<file path="src/design/assert_macros.svh">
`ifndef ASSERT_MACROS_SVH
`define ASSERT_MACROS_SVH

// concurrent check on the local clock, off while reset is high
`define ASSERT_PROP(label, prop, msg) \
   label: assert property (@(posedge clock) disable iff (reset) prop) else $error(msg);

// condition that must never be seen on a clock edge
`define ASSERT_NEVER(label, expr, msg) \
   `ASSERT_PROP(label, !(expr), msg)

`endif

</file>
<file path="src/design/wrps_pkg.sv">
package wrps_pkg;

   localparam int PROB_W      = 17;
   localparam int WEIGHT_W    = 16;
   localparam int TRANK_W     = 5;
   localparam int SCORE_W     = 32;
   localparam int RANKS_CFG_W = 5;
   localparam int TEAMS_CFG_W = 9;
   localparam int CSR_DATA_W  = 9;
   localparam int CSR_INDEX_W = 1;
   localparam int RUN_W       = 21;
   localparam int MAG_W       = 21;
   localparam int SUM_W       = 64;

   localparam logic [CSR_INDEX_W-1:0] CSR_NUM_RANKS = 1'd0;
   localparam logic [CSR_INDEX_W-1:0] CSR_NUM_TEAMS = 1'd1;

   localparam logic [RANKS_CFG_W-1:0] NUM_RANKS_RESET = 5'd4;
   localparam logic [TEAMS_CFG_W-1:0] NUM_TEAMS_RESET = 9'd4;

   localparam logic [RUN_W-1:0] PROB_SAT = 21'h1FFFFF;
   localparam logic [RUN_W-1:0] ONE_Q16  = 21'h010000;

   typedef struct packed {
      logic [PROB_W-1:0]   prob;
      logic [WEIGHT_W-1:0] rank_weight;
      logic [TRANK_W-1:0]  team_rank;
   } req_item_type;

   typedef struct packed {
      logic [SCORE_W-1:0] score;
      logic               status;
   } rsp_item_type;

   typedef enum logic [2:0] {
      ST_IDLE,
      ST_SQ,
      ST_LO,
      ST_HI,
      ST_ACC,
      ST_DIV,
      ST_DONE
   } state_type;

endpackage

</file>
<file path="src/design/wrps_stream_if.sv">
interface wrps_stream_if #(parameter type payload_type = logic);

   logic        valid;
   logic        ready;
   payload_type payload;

   modport source (output valid, output payload, input ready);
   modport sink (input valid, input payload, output ready);

endinterface

</file>
<file path="src/design/weighted_rank_probability_score.sv">
// Weighted rank probability score over a ranks-by-teams prediction matrix, fed column by
// column, one item per matrix element. Each row of a column other than the last takes the
// steps accept, square of the cumulative error, two 21x21 partial products with the row
// weight and saturating 64-bit accumulate; the square and both products share one 21x21
// multiplier, and req_ch.ready is low meanwhile. The last row of a column is only accepted.
// The last item of the matrix starts a one-bit-per-cycle restoring divide of the accumulator
// by (ranks-1)*teams, then loads the result register (with no divide when there is a single
// rank). The result sits in an output register, so new items are taken while it waits.
`include "assert_macros.svh"

module weighted_rank_probability_score
   import wrps_pkg::*;
#(
   parameter int MAX_RANKS = 16,
   parameter int MAX_TEAMS = 256
) (
   input  logic                   clock,
   input  logic                   reset,
   wrps_stream_if.sink            req_ch,
   wrps_stream_if.source          rsp_ch,
   input  logic                   csr_we,
   input  logic [CSR_INDEX_W-1:0] csr_index,
   input  logic [CSR_DATA_W-1:0]  csr_wdata
);

   localparam int RW  = $clog2(MAX_RANKS + 1);
   localparam int RCW = $clog2(MAX_RANKS);
   localparam int TW  = $clog2(MAX_TEAMS + 1);
   localparam int TCW = (MAX_TEAMS > 1) ? $clog2(MAX_TEAMS) : 1;
   localparam int DW  = $clog2((MAX_RANKS - 1) * MAX_TEAMS + 1);
   localparam int DCW = $clog2(SUM_W);
   localparam int PW  = 2 * MAG_W;

   state_type state_ff, state_in;

   logic [RANKS_CFG_W-1:0] num_ranks_ff, num_ranks_in;
   logic [TEAMS_CFG_W-1:0] num_teams_ff, num_teams_in;
   logic [RCW-1:0]         row_count_ff, row_count_in;
   logic [TCW-1:0]         team_count_ff, team_count_in;
   logic [RUN_W-1:0]       running_prob_ff, running_prob_in;
   logic                   rank_reached_ff, rank_reached_in;
   logic [SUM_W-1:0]       score_sum_ff, score_sum_in;
   logic [TRANK_W-1:0]     max_rank_ff, max_rank_in;
   logic [DCW-1:0]         div_cnt_ff, div_cnt_in;
   logic                   rsp_valid_ff, rsp_valid_in;

   logic [MAG_W-1:0]    mag_ff, mag_in;
   logic [WEIGHT_W-1:0] weight_ff, weight_in;
   logic [PW-1:0]       sq_ff, sq_in;
   logic [PW-1:0]       lo_ff, lo_in;
   logic [PW-1:0]       hi_ff, hi_in;
   logic [SUM_W-1:0]    div_quo_ff, div_quo_in;
   logic [DW-1:0]       div_rem_ff, div_rem_in;
   logic [DW-1:0]       divisor_ff, divisor_in;
   logic                status_hold_ff, status_hold_in;
   rsp_item_type        rsp_item_ff, rsp_item_in;

   logic [RW-1:0]    eff_r;
   logic [TW-1:0]    eff_t;
   logic             last_row;
   logic             last_team;
   logic             req_take;
   logic [RUN_W:0]   cum_raw;
   logic [RUN_W-1:0] cum_sat;
   logic             reached_next;
   logic [MAG_W-1:0] mag_next;
   logic [TRANK_W-1:0] max_rank_next;
   logic [MAG_W-1:0] mul_a;
   logic [MAG_W-1:0] mul_b;
   logic [PW-1:0]    mul_p;
   logic [SUM_W:0]   acc_sum;
   logic [DW:0]      rem_shift;
   logic             rem_ge;

   req_item_type req_item;

   assign req_item       = req_ch.payload;
   assign req_ch.ready   = (state_ff == ST_IDLE);
   assign req_take       = req_ch.valid && req_ch.ready;
   assign rsp_ch.valid   = rsp_valid_ff;
   assign rsp_ch.payload = rsp_item_ff;

   // effective register values, clamped to the supported range
   always_comb begin
      if (num_ranks_ff == '0) begin
         eff_r = RW'(1);
      end else if (32'(num_ranks_ff) > MAX_RANKS) begin
         eff_r = RW'(MAX_RANKS);
      end else begin
         eff_r = RW'(num_ranks_ff);
      end
      if (num_teams_ff == '0) begin
         eff_t = TW'(1);
      end else if (32'(num_teams_ff) > MAX_TEAMS) begin
         eff_t = TW'(MAX_TEAMS);
      end else begin
         eff_t = TW'(num_teams_ff);
      end
   end

   assign last_row  = RW'(row_count_ff) >= (eff_r - RW'(1));
   assign last_team = TW'(team_count_ff) >= (eff_t - TW'(1));

   // cumulative probability and error magnitude of the incoming item
   always_comb begin
      cum_raw       = (RUN_W + 1)'(running_prob_ff) + (RUN_W + 1)'(req_item.prob);
      cum_sat       = cum_raw[RUN_W] ? PROB_SAT : cum_raw[RUN_W-1:0];
      reached_next  = rank_reached_ff ||
                      (32'(req_item.team_rank) == 32'(row_count_ff) + 32'd1);
      if (!reached_next) begin
         mag_next = cum_sat;
      end else if (cum_sat >= ONE_Q16) begin
         mag_next = cum_sat - ONE_Q16;
      end else begin
         mag_next = ONE_Q16 - cum_sat;
      end
      max_rank_next = (req_item.team_rank > max_rank_ff) ? req_item.team_rank : max_rank_ff;
   end

   // shared multiplier
   always_comb begin
      case (state_ff)
         ST_SQ: begin
            mul_a = mag_ff;
            mul_b = mag_ff;
         end
         ST_LO: begin
            mul_a = sq_ff[MAG_W-1:0];
            mul_b = MAG_W'(weight_ff);
         end
         ST_HI: begin
            mul_a = sq_ff[PW-1:MAG_W];
            mul_b = MAG_W'(weight_ff);
         end
         default: begin
            mul_a = '0;
            mul_b = '0;
         end
      endcase
      mul_p = PW'(mul_a) * PW'(mul_b);
   end

   assign acc_sum   = (SUM_W + 1)'(score_sum_ff) + ((SUM_W + 1)'(hi_ff) << MAG_W) +
                      (SUM_W + 1)'(lo_ff);
   assign rem_shift = {div_rem_ff, div_quo_ff[SUM_W-1]};
   assign rem_ge    = rem_shift >= (DW + 1)'(divisor_ff);

   always_comb begin
      state_in        = state_ff;
      num_ranks_in    = num_ranks_ff;
      num_teams_in    = num_teams_ff;
      row_count_in    = row_count_ff;
      team_count_in   = team_count_ff;
      running_prob_in = running_prob_ff;
      rank_reached_in = rank_reached_ff;
      score_sum_in    = score_sum_ff;
      max_rank_in     = max_rank_ff;
      div_cnt_in      = div_cnt_ff;
      rsp_valid_in    = rsp_valid_ff && !rsp_ch.ready;
      mag_in          = mag_ff;
      weight_in       = weight_ff;
      sq_in           = sq_ff;
      lo_in           = lo_ff;
      hi_in           = hi_ff;
      div_quo_in      = div_quo_ff;
      div_rem_in      = div_rem_ff;
      divisor_in      = divisor_ff;
      status_hold_in  = status_hold_ff;
      rsp_item_in     = rsp_item_ff;

      if (csr_we) begin
         unique case (csr_index)
            CSR_NUM_RANKS: num_ranks_in = csr_wdata[RANKS_CFG_W-1:0];
            CSR_NUM_TEAMS: num_teams_in = csr_wdata[TEAMS_CFG_W-1:0];
         endcase
      end

      unique case (state_ff)
         ST_IDLE: begin
            if (req_take) begin
               max_rank_in = max_rank_next;
               if (!last_row) begin
                  running_prob_in = cum_sat;
                  rank_reached_in = reached_next;
                  mag_in          = mag_next;
                  weight_in       = req_item.rank_weight;
                  row_count_in    = row_count_ff + RCW'(1);
                  state_in        = ST_SQ;
               end else begin
                  row_count_in    = '0;
                  running_prob_in = '0;
                  rank_reached_in = 1'b0;
                  if (!last_team) begin
                     team_count_in = team_count_ff + TCW'(1);
                  end else begin
                     team_count_in  = '0;
                     score_sum_in   = '0;
                     max_rank_in    = '0;
                     status_hold_in = 32'(max_rank_next) != 32'(eff_r);
                     div_rem_in     = '0;
                     div_cnt_in     = '0;
                     divisor_in     = DW'(32'(eff_r - RW'(1)) * 32'(eff_t));
                     if (eff_r > RW'(1)) begin
                        div_quo_in = score_sum_ff;
                        state_in   = ST_DIV;
                     end else begin
                        div_quo_in = '0;
                        state_in   = ST_DONE;
                     end
                  end
               end
            end
         end
         ST_SQ: begin
            sq_in    = mul_p;
            state_in = ST_LO;
         end
         ST_LO: begin
            lo_in    = mul_p;
            state_in = ST_HI;
         end
         ST_HI: begin
            hi_in    = mul_p;
            state_in = ST_ACC;
         end
         ST_ACC: begin
            score_sum_in = acc_sum[SUM_W] ? '1 : acc_sum[SUM_W-1:0];
            state_in     = ST_IDLE;
         end
         ST_DIV: begin
            div_rem_in = rem_ge ? DW'(rem_shift - (DW + 1)'(divisor_ff)) : DW'(rem_shift);
            div_quo_in = {div_quo_ff[SUM_W-2:0], rem_ge};
            div_cnt_in = div_cnt_ff + DCW'(1);
            if (div_cnt_ff == DCW'(SUM_W - 1)) begin
               state_in = ST_DONE;
            end
         end
         ST_DONE: begin
            if (!rsp_valid_ff || rsp_ch.ready) begin
               rsp_item_in.score  = (|div_quo_ff[SUM_W-1:SUM_W-8]) ? '1 :
                                    div_quo_ff[SUM_W-9:SUM_W-8-SCORE_W];
               rsp_item_in.status = status_hold_ff;
               rsp_valid_in       = 1'b1;
               state_in           = ST_IDLE;
            end
         end
      endcase
   end

   always_ff @(posedge clock) begin
      if (reset) begin
         state_ff <= ST_IDLE;
      end else begin
         state_ff <= state_in;
      end
   end

   always_ff @(posedge clock) begin
      if (reset) begin
         num_ranks_ff    <= NUM_RANKS_RESET;
         num_teams_ff    <= NUM_TEAMS_RESET;
         row_count_ff    <= '0;
         team_count_ff   <= '0;
         running_prob_ff <= '0;
         rank_reached_ff <= 1'b0;
         score_sum_ff    <= '0;
         max_rank_ff     <= '0;
         div_cnt_ff      <= '0;
         rsp_valid_ff    <= 1'b0;
      end else begin
         num_ranks_ff    <= num_ranks_in;
         num_teams_ff    <= num_teams_in;
         row_count_ff    <= row_count_in;
         team_count_ff   <= team_count_in;
         running_prob_ff <= running_prob_in;
         rank_reached_ff <= rank_reached_in;
         score_sum_ff    <= score_sum_in;
         max_rank_ff     <= max_rank_in;
         div_cnt_ff      <= div_cnt_in;
         rsp_valid_ff    <= rsp_valid_in;
      end
   end

   always_ff @(posedge clock) begin
      mag_ff         <= mag_in;
      weight_ff      <= weight_in;
      sq_ff          <= sq_in;
      lo_ff          <= lo_in;
      hi_ff          <= hi_in;
      div_quo_ff     <= div_quo_in;
      div_rem_ff     <= div_rem_in;
      divisor_ff     <= divisor_in;
      status_hold_ff <= status_hold_in;
      rsp_item_ff    <= rsp_item_in;
   end

   `ASSERT_PROP(a_row_item_starts_mul, (req_take && !last_row) |=> (state_ff == ST_SQ), "row item did not start the multiply sequence")
   `ASSERT_PROP(a_column_start_clear, (state_ff == ST_IDLE && row_count_ff == '0) |-> (running_prob_ff == '0 && !rank_reached_ff), "column start with stale cumulative state")
   `ASSERT_PROP(a_div_stays, (state_ff == ST_DIV) |=> (state_ff == ST_DIV || state_ff == ST_DONE), "divide left early")
   `ASSERT_PROP(a_rsp_from_done, $rose(rsp_valid_ff) |-> ($past(state_ff) == ST_DONE), "result raised outside the final step")

endmodule
</file>
<file path="src/flat_wrapper.sv">
// flat-port wrapper written by rule: the top's interface ports become plain ports
module weighted_rank_probability_score_flat import wrps_pkg::*;
#(
   parameter int MAX_RANKS = 16,
   parameter int MAX_TEAMS = 256
)
  (clock, reset, csr_we, csr_index, csr_wdata, req_ch_valid, req_ch_payload, req_ch_ready, rsp_ch_valid, rsp_ch_payload, rsp_ch_ready);
  wrps_stream_if req_ch_i ();
  wrps_stream_if rsp_ch_i ();
  input  logic clock;
  input  logic reset;
  input  logic csr_we;
  input  logic [CSR_INDEX_W-1:0] csr_index;
  input  logic [CSR_DATA_W-1:0] csr_wdata;
  input wire logic [$bits(req_ch_i.valid)-1:0] req_ch_valid;
  input wire logic [$bits(req_ch_i.payload)-1:0] req_ch_payload;
  output wire logic [$bits(req_ch_i.ready)-1:0] req_ch_ready;
  output wire logic [$bits(rsp_ch_i.valid)-1:0] rsp_ch_valid;
  output wire logic [$bits(rsp_ch_i.payload)-1:0] rsp_ch_payload;
  input wire logic [$bits(rsp_ch_i.ready)-1:0] rsp_ch_ready;
  assign req_ch_i.valid = req_ch_valid;
  assign req_ch_i.payload = req_ch_payload;
  assign req_ch_ready = req_ch_i.ready;
  assign rsp_ch_valid = rsp_ch_i.valid;
  assign rsp_ch_payload = rsp_ch_i.payload;
  assign rsp_ch_i.ready = rsp_ch_ready;
  weighted_rank_probability_score #(.MAX_RANKS(MAX_RANKS), .MAX_TEAMS(MAX_TEAMS)) u_core (.clock(clock), .reset(reset), .req_ch(req_ch_i), .rsp_ch(rsp_ch_i), .csr_we(csr_we), .csr_index(csr_index), .csr_wdata(csr_wdata));
endmodule
</file>
<file path="config.mk">
export PLATFORM = sky130hd
export DESIGN_NAME = weighted_rank_probability_score_flat
export DESIGN_NICKNAME = d
export VERILOG_FILES = /design/src/design/wrps_pkg.sv /design/src/design/wrps_stream_if.sv /design/src/design/weighted_rank_probability_score.sv /design/src/flat_wrapper.sv
export VERILOG_INCLUDE_DIRS = /design/src /design/src/design
export SDC_FILE = /design/constraint.sdc
export NUM_CORES = 1
export LEC_CHECK = 0
export BUFFER_PORTS_ARGS = -buffer_cell sky130_fd_sc_hd__buf_2
export CAP_MARGIN = 20
export CORE_MARGIN = 4
export CORE_UTILIZATION = 45
export CTS_CLUSTER_DIAMETER = 50
export DETAILED_ROUTE_END_ITERATION = 8
export PLACE_DENSITY = 0.73
export REMOVE_ABC_BUFFERS = 1
export SKIP_LAST_GASP = 1
export SLEW_MARGIN = 20
export SYNTH_ARGS = -nofsm -noshare
export SYNTH_HDL_FRONTEND = slang
export SYNTH_SLANG_ARGS = --single-unit
</file>
<file path="constraint.sdc">
create_clock -name clock -period 4.2 [get_ports clock]
set_input_delay 0.84 -clock clock [delete_from_list [all_inputs] [get_ports clock]]
set_output_delay 0.84 -clock clock [all_outputs]
set_load 0.05 [all_outputs]
</file>
==> impl_metrics.yaml, run 1 <==
synthesis:
  yosys_warnings: 0
  synth-edff-count: 2
  synth_ff_type: "dfxtp_1"
  syn-instance-count: 328
  synth-seq-cells: 43
  synthDistinctLibCells: 48
  yosysSeqAreaShare_pct: 34.2
  synth_area_per_cell_um2: 7.85
  async_flop_share_pct: 0
  syn_area_um2: 2570
power:
  p_sw_share_pct: 31.3
  pwr-share-clk_pct: 27.5
  internal-power_mw: 0.621
  combPwrFrac_pct: 22.1
  p_leak_nw: 1.07
  p_seq_share_pct: 50.4
  total_power_mw: 0.904
  p_per_area_nw_per_um2: 326
  peakVddDrop_v: 0.000223
  power.switching_mw: 0.283
worst_setup_path:
  crit_type: "register to register"
  endpoint_kind: "register"
  worst-path-max-fanout: 8
  reg2reg_depth: 14
  reg2reg_from: "u_core.num_teams_ff[4]"
  worst-r2r-setup-slack_ns: 0.53
  start_kind: "register"
  timing.rr.end: "u_core.state_ff[1]"
  crit_arrival_ns: 3.86
  cp.required_ns: 4.39
die:
  die_x_um: 83.6
  num_rows: 27
  die-area_um2: 6990
  ioPinCount: 19
  core_area_um2: 5540
  initial_core_util_pct: 46.5
  die_h_um: 83.6
finish:
  antenna_cells: 0
  fin_util_pct: 50.0
  layout_commonest_cell: "dfxtp_1"
  drive_gt1_share_pct: 9.44
  final_cell_mix: "dfxtp_1 (41), nand2_1 (39), nor2_1 (37)"
  final_nets: 374
  syn2layout_area_growth_pct: 7.63
  final_cells: 411
  final_cell_area_um2: 2770
global_routing:
  grt_pass1_vias: 2138
  grt_max_degree: 26
  antenna_found_initial: 0
  grt_pass1_wl_mm: 9.61
  grt-ovfl-total: 0
  grt_usage_pct: 16.2
route:
  vias: 2280
  ant_nets: 0
  drc: 0
  drtIter0Drc: 167
  wirelength_mm: 5.40
  drt_pre_antenna_iters: 4
  vias_per_cell: 5.55
  wl_per_cell_um: 13.1
hold_path:
  worstHoldStart: "u_core.max_rank_ff[2]"
  hold_depth: 2
  min_to: "u_core.max_rank_ff[2]"
  worstHoldPathType: "register to register"
placed_design:
  place.port_buffers: 18
  dp.cells: 404
  gp_congestion: 0.847
  dp_hpwl_mm: 4.03
  place_area_um2: 2690
  dpl_worst_slack_ns: 0.587
timing:
  relSlewSlack_pct: 38.7
  tightestPinTransition_ns: 0.913
  finalWorstSetupSlack_ns: 0.527
  grt_setup_unrepaired: "false"
  fin_skew_ns: 0.0110
  fin_crit_ns: 3.67
  fmax_ghz: 0.272
  slew_viol_final: 0
  period_share_pct: 87.4
  setup_tns_ns: 0
  whs_ns: 0.463
  setup_viol: 0
  hold_violations: 0
clock_network:
  cts_tree: "yes"
  path_clk_slew_ns: 0.08
  cts_max_level: 2
  cts_setup_buffers: 0
  postCtsHoldBufs: 0
  cts_inserted_buffers: 5
  numClockSinks: 43
  ctsRootBufferMaster: "clkbuf_8"
  cts.path.max_buffers: 2
  clock_latency_ns: 0.30
  cts_resized: 0
run:
  drv_cap: 0
outcome:
  run_status: "completed"
==> cell usage after synthesis, drive strengths merged (3+ instances only) <==
cell    number  area, µm²
a21o         5       37.5
a21oi       30        150
mux2i        6       60.1
nor4         4       25.0
inv         16       60.1
or3          6       37.5
ha          19        238
clkbuf      10       37.5
dfxtp       41        821
xor2         5       43.8
buf          6       37.5
nand3       18       90.1
nor2b        5       31.3
xnor2        6       52.6
o21ai       17       85.1
nand4        4       25.0
o21a         3       22.5
nand2b       5       31.3
nor2        37        139
a31oi        4       25.0
nand2       40        158
or4          3       22.5
nor3        10       61.3
==> worst max path at each step <==
stage | startpoint | endpoint | slack, ns
after global placement | u_core.num_teams_ff[4] | u_core.div_cnt_ff[5] | 0.71
after global routing | u_core.num_teams_ff[4] | u_core.state_ff[1] | 0.34
after CTS | u_core.num_teams_ff[4] | u_core.state_ff[1] | 0.55
after floorplan | u_core.num_teams_ff[4] | u_core.team_count_ff[2] | 0.82
final | u_core.num_teams_ff[4] | u_core.state_ff[1] | 0.53
after detailed placement | u_core.num_teams_ff[4] | u_core.state_ff[1] | 0.59
==> area by class of cell <==
class | count | area, µm²
fillers | 566 | 2770
multi-input cells | 253 | 1560
flip-flops and latches | 43 | 881
repair buffers | 20 | 105
well taps | 72 | 90.1
clock buffers | 7 | 76.3
inverters | 16 | 60.1
==> state kept, by name, summed over array words and instances, names as in the netlist <==
register and cells:
u_core.status_hold_ff 1, u_core.state_ff 3, u_core.team_count_ff 8, u_core.max_rank_ff 5, u_core.row_count_ff 4, u_core.rsp_ch.valid 1
u_core.num_ranks_ff 5, u_core.rsp_ch.payload 1, u_core.num_teams_ff 9, u_core.div_cnt_ff 6
==> per-layer routing <==
| layer | global-route usage, % | share of wire (%) | vias to the layer above |
|---|---|---|---|
| li1 | - | - | 1180 |
| met1 | 21.2 | 49 | 1040 |
| met2 | 26.8 | 46 | 47 |
| met3 | 2.86 | 4.2 | 13 |
| met4 | 5.26 | 1.4 | 0 |
| met5 | 0 | 0 | - |
==> cells by family after synthesis <==
family / after synthesis / synth area share (%)
buffers and inverters: 32 / 5.25
AND/OR/NAND/NOR: 145 / 28.1
flip-flops: 43 / 34.2
multiplexers: 6 / 2.33
XOR/XNOR: 11 / 3.74
adder cells (fa/ha/maj): 19 / 9.24
AO/OA/AOI/OAI: 72 / 17.1
==> power groups by stage <==
stage	logic, mW	clock network, mW	registers, mW
3_5_place_dp	0.198	0	0.464
5_1_grt	0.227	0.272	0.460
4_1_cts	0.200	0.253	0.455
3_3_place_gp	0.194	0	0.464
6_report	0.200	0.249	0.456
2_1_floorplan	0.149	0	0.458
==> worst max-delay path: stages (launching register included) <==
cell	delay [ns]
dfxtp_1	0.38
nor4_1	0.51
and3b_1	0.23
o21ai_0	0.11
ha_1	0.30
nand3_1	0.11
o21ai_0	0.09
a21o_1	0.20
ha_1	0.30
a21o_1	0.18
a221oi_1	0.29
o21a_1	0.26
or2_2	0.20
a311oi_1	0.12
a31o_2	0.30
(Power assumes the default switching activity.)
==> run 2, diff against run 1 <==
- PLACE_DENSITY: 0.73 -> unset
==> run 2 against run 1 <==
  * Clock power is 8% higher
  * Setup slack improved by 0.016 ns
  * Wire length up 1.8%
  * First-iteration DRC count grew 14%
  * Cell count grew 0.49%
  * Flip-flop and latch count stayed put
  * Final area grew 0.72%
  * Core utilization rose by 0.36 points
  * Via count fell by 1.4%
  * Clock skew grew 0.0012 ns
  * Largest power group unchanged
  * Highest routed layer unchanged
==> impl_metrics.yaml, run 2 (synthesis results as in run 1) <==
placed_design:
  place.port_buffers: 18
  dp_hpwl_mm: 4.07
  gp_congestion: 0.761
  dp.cells: 405
timing:
  grt_setup_unrepaired: "false"
  tightestPinTransition_ns: 0.815
  relSlewSlack_pct: 44.9
  fin_skew_ns: 0.0122
  hold_violations: 0
  setup_viol: 0
  period_share_pct: 87.1
  slew_viol_final: 0
  fmax_ghz: 0.273
  setup_tns_ns: 0
  fin_crit_ns: 3.66
run:
  drv_cap: 0
global_routing:
  grt_max_degree: 26
  grt_usage_pct: 16.0
  grt_pass1_vias: 2015
  grt-ovfl-total: 0
  grt_pass1_wl_mm: 9.43
  antenna_found_initial: 0
finish:
  drive_gt1_share_pct: 10.6
  largest_register: "u_core.num_teams_ff"
  final_cell_mix: "dfxtp_1 (41), nand2_1 (39), nor2_1 (37)"
  syn2layout_area_growth_pct: 8.41
  antenna_cells: 0
  layout_commonest_cell: "dfxtp_1"
  reg.largest.list: "u_core.num_teams_ff: 9 flops, u_core.team_count_ff: 8 flops, u_core.div_cnt_ff: 6 flops"
  final_nets: 375
  final_cells: 413
  largest_register_ffs: 9
  n_fill_cell: 559
  seqCellArea_um2: 881
  multi_input_area_um2: 1560
die:
  core_area_um2: 5540
  die_h_um: 83.6
  num_rows: 27
  die-area_um2: 6990
  ioPinCount: 19
  initial_core_util_pct: 46.5
  die_x_um: 83.6
power:
  pwr-share-clk_pct: 29.0
  combPwrFrac_pct: 21.6
  p_seq_share_pct: 49.4
  p_leak_nw: 1.08
  p_sw_share_pct: 32.5
  p_per_area_nw_per_um2: 331
  power.switching_mw: 0.301
  internal-power_mw: 0.624
  peakVddDrop_v: 0.000190
worst_setup_path:
  timing.rr.end: "u_core.div_cnt_ff[5]"
  slowest_stage: "nor4_1"
  start_kind: "register"
  critPathTopFamily: "simple AND/OR/NAND/NOR gates"
  crit_arrival_ns: 3.84
  path_buf_inv: 1
  cp_slowest_stage_delay_ns: 0.50
  cp_cell_sequence: "nor4_1, and3b_1, o21ai_0, ha_1, nand3_1, o21ai_0, a21o_1, ha_1, a21o_1, a221oi_1, o21a_1, or2_2, o21ai_1, buf_4, a21oi_1"
  endpoint_kind: "register"
  reg2reg_depth: 15
  worst-path-max-fanout: 10
  cp.required_ns: 4.38
  reg2reg_from: "u_core.num_teams_ff[4]"
  crit_type: "register to register"
  worst-r2r-setup-slack_ns: 0.54
clock_network:
  cts_resized: 0
  cts.path.max_buffers: 2
  cts_inserted_buffers: 5
  postCtsHoldBufs: 0
  clock_latency_ns: 0.30
  numClockSinks: 43
  path_clk_slew_ns: 0.09
  cts_tree: "yes"
  cts_setup_buffers: 0
  ctsRootBufferMaster: "clkbuf_8"
  cts_max_level: 2
hold_path:
  worstHoldPathType: "register to register"
  worstHoldStart: "u_core.status_hold_ff"
  min_to: "u_core.rsp_ch.payload"
  hold_depth: 0
outcome:
  run_status: "completed"
route:
  ant_nets: 0
  vias_per_cell: 5.44
  drt_pre_antenna_iters: 4
  drtIter0Drc: 190
  vias: 2248
  wirelength_mm: 5.49
  drc: 0
  wl_per_cell_um: 13.3
## run 2: layer usage
metal	track usage (%)	share of wire, %	wire length [µm]	vias to the layer above
met5	0	0	0	-
met4	4.97	0.80	44	0
met3	3.26	3.1	168	4
met2	23.5	44	2440	38
met1	23.5	52	2840	1025
li1	-	-	-	1181
## run 2: how the worst max path moves through the flow
stage	depth (start not counted)	to	from	slack, ns
after detailed placement	15	u_core.div_cnt_ff[5]	u_core.num_teams_ff[4]	0.59
after global placement	15	u_core.div_cnt_ff[5]	u_core.num_teams_ff[4]	0.68
final	15	u_core.div_cnt_ff[5]	u_core.num_teams_ff[4]	0.54
after floorplan	14	u_core.team_count_ff[2]	u_core.num_teams_ff[4]	0.82
after CTS	15	u_core.div_cnt_ff[5]	u_core.num_teams_ff[4]	0.55
after global routing	15	u_core.div_cnt_ff[2]	u_core.num_teams_ff[4]	0.11
## run 2: power groups by stage
stage	Clock (mW)	Combinational, mW	Sequential, mW
2_1_floorplan	0	0.149	0.458
3_3_place_gp	0	0.199	0.465
3_5_place_dp	0	0.199	0.465
4_1_cts	0.280	0.200	0.456
5_1_grt	0.297	0.229	0.459
6_report	0.268	0.200	0.456
## run 2: worst register-to-register path, stage by stage (launching register included)
cell and delay (ns):
dfxtp_1 0.39, nor4_1 0.50, and3b_1 0.22, o21ai_0 0.10, ha_1 0.29, nand3_1 0.11, o21ai_0 0.08, a21o_1 0.20
ha_1 0.29, a21o_1 0.12, a221oi_1 0.07, o21a_1 0.16, or2_2 0.36, o21ai_1 0.34, buf_4 0.25, a21oi_1 0.06
## run 2: final cells by class
cell class	instances	share of cell area (%)
timing repair buffer	21	4.04
clock inverter	3	0.717
clock buffer	5	2.47
multi-input combinational	253	55.8
sequential	43	31.6
inverter	16	2.15
tap	72	3.23
## run 2: metrics by stage
stage | power (mW) | utilization (%) | cell area, µm² | hold WS (ns) | setup slack (ns)
4_1_cts | 0.936 | 50.4 | 2790 | 0.464 | 0.552
3_3_place_gp | 0.664 | 48.8 | 2700 | 0.449 | 0.683
5_1_grt | 0.986 | 50.4 | 2790 | 0.475 | 0.115
2_1_floorplan | 0.607 | - | 2500 | 0.400 | 0.816
6_report | 0.924 | 50.4 | 2790 | 0.453 | 0.543
3_5_place_dp | 0.664 | 48.8 | 2700 | 0.444 | 0.589
==> run 3, diff against run 2 <==
- MAX_ROUTING_LAYER: unset -> met4
==> run 3 against run 2 <==
  * Sequential power about the same
  * Die area unchanged
  * Fmax hardly changed
  * Register-to-register slack about the same
  * Final area stayed put
  * Hold slack gained 0.0023 ns
  * Via count up 0.53%
  * Global-route usage increased by 0.49 points
  * Power about the same
  * Critical path type unchanged
  * Critical endpoint unchanged
  * Largest power group unchanged
  * Highest routed layer unchanged
==> impl_metrics.yaml, run 3 (synthesis results as in run 1) <==
placed_design:
  dp.cells: 405
  dp_hpwl_mm: 4.07
  place_area_um2: 2700
  gp_congestion: 0.771
  dpl_worst_slack_ns: 0.589
  place.port_buffers: 18
global_routing:
  grt_pass1_wl_mm: 9.45
  grt-ovfl-total: 0
  grt_max_degree: 26
  grt_pass1_vias: 2012
  grt_usage_pct: 16.5
  antenna_found_initial: 0
route:
  wl_per_cell_um: 13.4
  drt_pre_antenna_iters: 4
  vias_per_cell: 5.47
  ant_nets: 0
  drc: 0
  vias: 2260
  drtIter0Drc: 201
  wirelength_mm: 5.51
clock_network:
  cts.path.max_buffers: 2
  cts_resized: 0
  clock_latency_ns: 0.30
  numClockSinks: 43
  cts_setup_buffers: 0
  path_clk_slew_ns: 0.09
  ctsRootBufferMaster: "clkbuf_8"
  postCtsHoldBufs: 0
  cts_tree: "yes"
  cts_inserted_buffers: 5
  cts_max_level: 2
die:
  initial_core_util_pct: 46.5
  die_h_um: 83.6
  core_area_um2: 5540
  die_x_um: 83.6
  num_rows: 27
  ioPinCount: 19
  die-area_um2: 6990
outcome:
  run_status: "completed"
worst_setup_path:
  cp.required_ns: 4.38
  path_buf_inv: 1
  cp_cell_sequence: "nor4_1, and3b_1, o21ai_0, ha_1, nand3_1, o21ai_0, a21o_1, ha_1, a21o_1, a221oi_1, o21a_1, or2_2, o21ai_1, buf_4, a21oi_1"
  start_kind: "register"
  endpoint_kind: "register"
  worst-path-max-fanout: 10
  cp_slowest_stage_delay_ns: 0.50
  critPathTopFamily: "simple AND/OR/NAND/NOR gates"
  crit_arrival_ns: 3.83
  crit_type: "register to register"
  slowest_stage: "nor4_1"
timing:
  fin_crit_ns: 3.65
  fin_skew_ns: 0.0123
  grt_setup_unrepaired: "false"
  hold_violations: 0
  relSlewSlack_pct: 45.0
  fmax_ghz: 0.274
  finalWorstSetupSlack_ns: 0.546
  setup_tns_ns: 0
  setup_viol: 0
  tightestPinTransition_ns: 0.813
  slew_viol_final: 0
  period_share_pct: 87.0
power:
  p_per_area_nw_per_um2: 332
  peakVddDrop_v: 0.000190
  p_leak_nw: 1.08
finish:
  largest_register_ffs: 9
  final_cell_area_um2: 2790
  final_nets: 375
  final_cell_mix: "dfxtp_1 (41), nand2_1 (39), nor2_1 (37)"
  antenna_cells: 0
  fin_util_pct: 50.4
  n_fill_cell: 559
  syn2layout_area_growth_pct: 8.41
  drive_gt1_share_pct: 10.6
  largest_register: "u_core.num_teams_ff"
  final_cells: 413
  reg.largest.list: "u_core.num_teams_ff: 9 flops, u_core.team_count_ff: 8 flops, u_core.div_cnt_ff: 6 flops"
  layout_commonest_cell: "dfxtp_1"
run:
  drv_cap: 0
hold_path:
  worstHoldPathType: "register to register"
## run 3: cell counts in the layout (fill, tap and decap cells not counted)
Identical to the previous run, type by type.
## run 3: area by class of cell
cell class | count | area, µm² | area share, %
multi-input cells | 253 | 1560 | 55.8
flip-flops and latches | 43 | 881 | 31.6
inverters | 16 | 60.1 | 2.15
well taps | 72 | 90.1 | 3.23
clock inverters | 3 | 20.0 | 0.717
repair buffers | 21 | 113 | 4.04
clock buffers | 5 | 68.8 | 2.47
## run 3: path summary, 6_finish.rpt
| kind | from | endpoint | slack, ns | cells after the start |
|---|---|---|---|---|
| setup / recovery | u_core.num_teams_ff[4] | u_core.div_cnt_ff[5] | 0.55 | 15 |
| hold / removal | u_core.status_hold_ff | u_core.rsp_ch.payload | 0.46 | 0 |
| setup reg to reg | u_core.num_teams_ff[4] | u_core.div_cnt_ff[5] | 0.55 | 15 |
| hold reg to reg | u_core.status_hold_ff | u_core.rsp_ch.payload | 0.46 | 0 |
## run 3: routing by layer
metal / vias up / GRT usage, % / routed length, µm
met5: - / - / 0
met4: 0 / 4.97 / 44
met3: 4 / 3.26 / 168
met2: 31 / 23.4 / 2460
met1: 1045 / 23.7 / 2840
li1: 1180 / - / -
## run 3: worst reg2reg max path, stage by stage (launching register included)
cell	delay (ns)
dfxtp_1	0.39
nor4_1	0.50
and3b_1	0.22
o21ai_0	0.10
ha_1	0.29
nand3_1	0.11
o21ai_0	0.08
a21o_1	0.20
ha_1	0.29
a21o_1	0.12
a221oi_1	0.07
o21a_1	0.16
or2_2	0.36
o21ai_1	0.34
buf_4	0.25
a21oi_1	0.06
## run 3: power breakdown
| group | switching (mW) | internal [mW] |
|---|---|---|
| registers | 0.0296 | 0.427 |
| clock network | 0.153 | 0.116 |
| logic | 0.119 | 0.0811 |
| total | 0.302 | 0.624 |
## run 3: metrics by stage
step	hold WS (ns)	power [mW]
2_1_floorplan	0.400	0.607
3_3_place_gp	0.449	0.664
3_5_place_dp	0.444	0.664
4_1_cts	0.464	0.936
5_1_grt	0.475	0.986
6_report	0.455	0.925
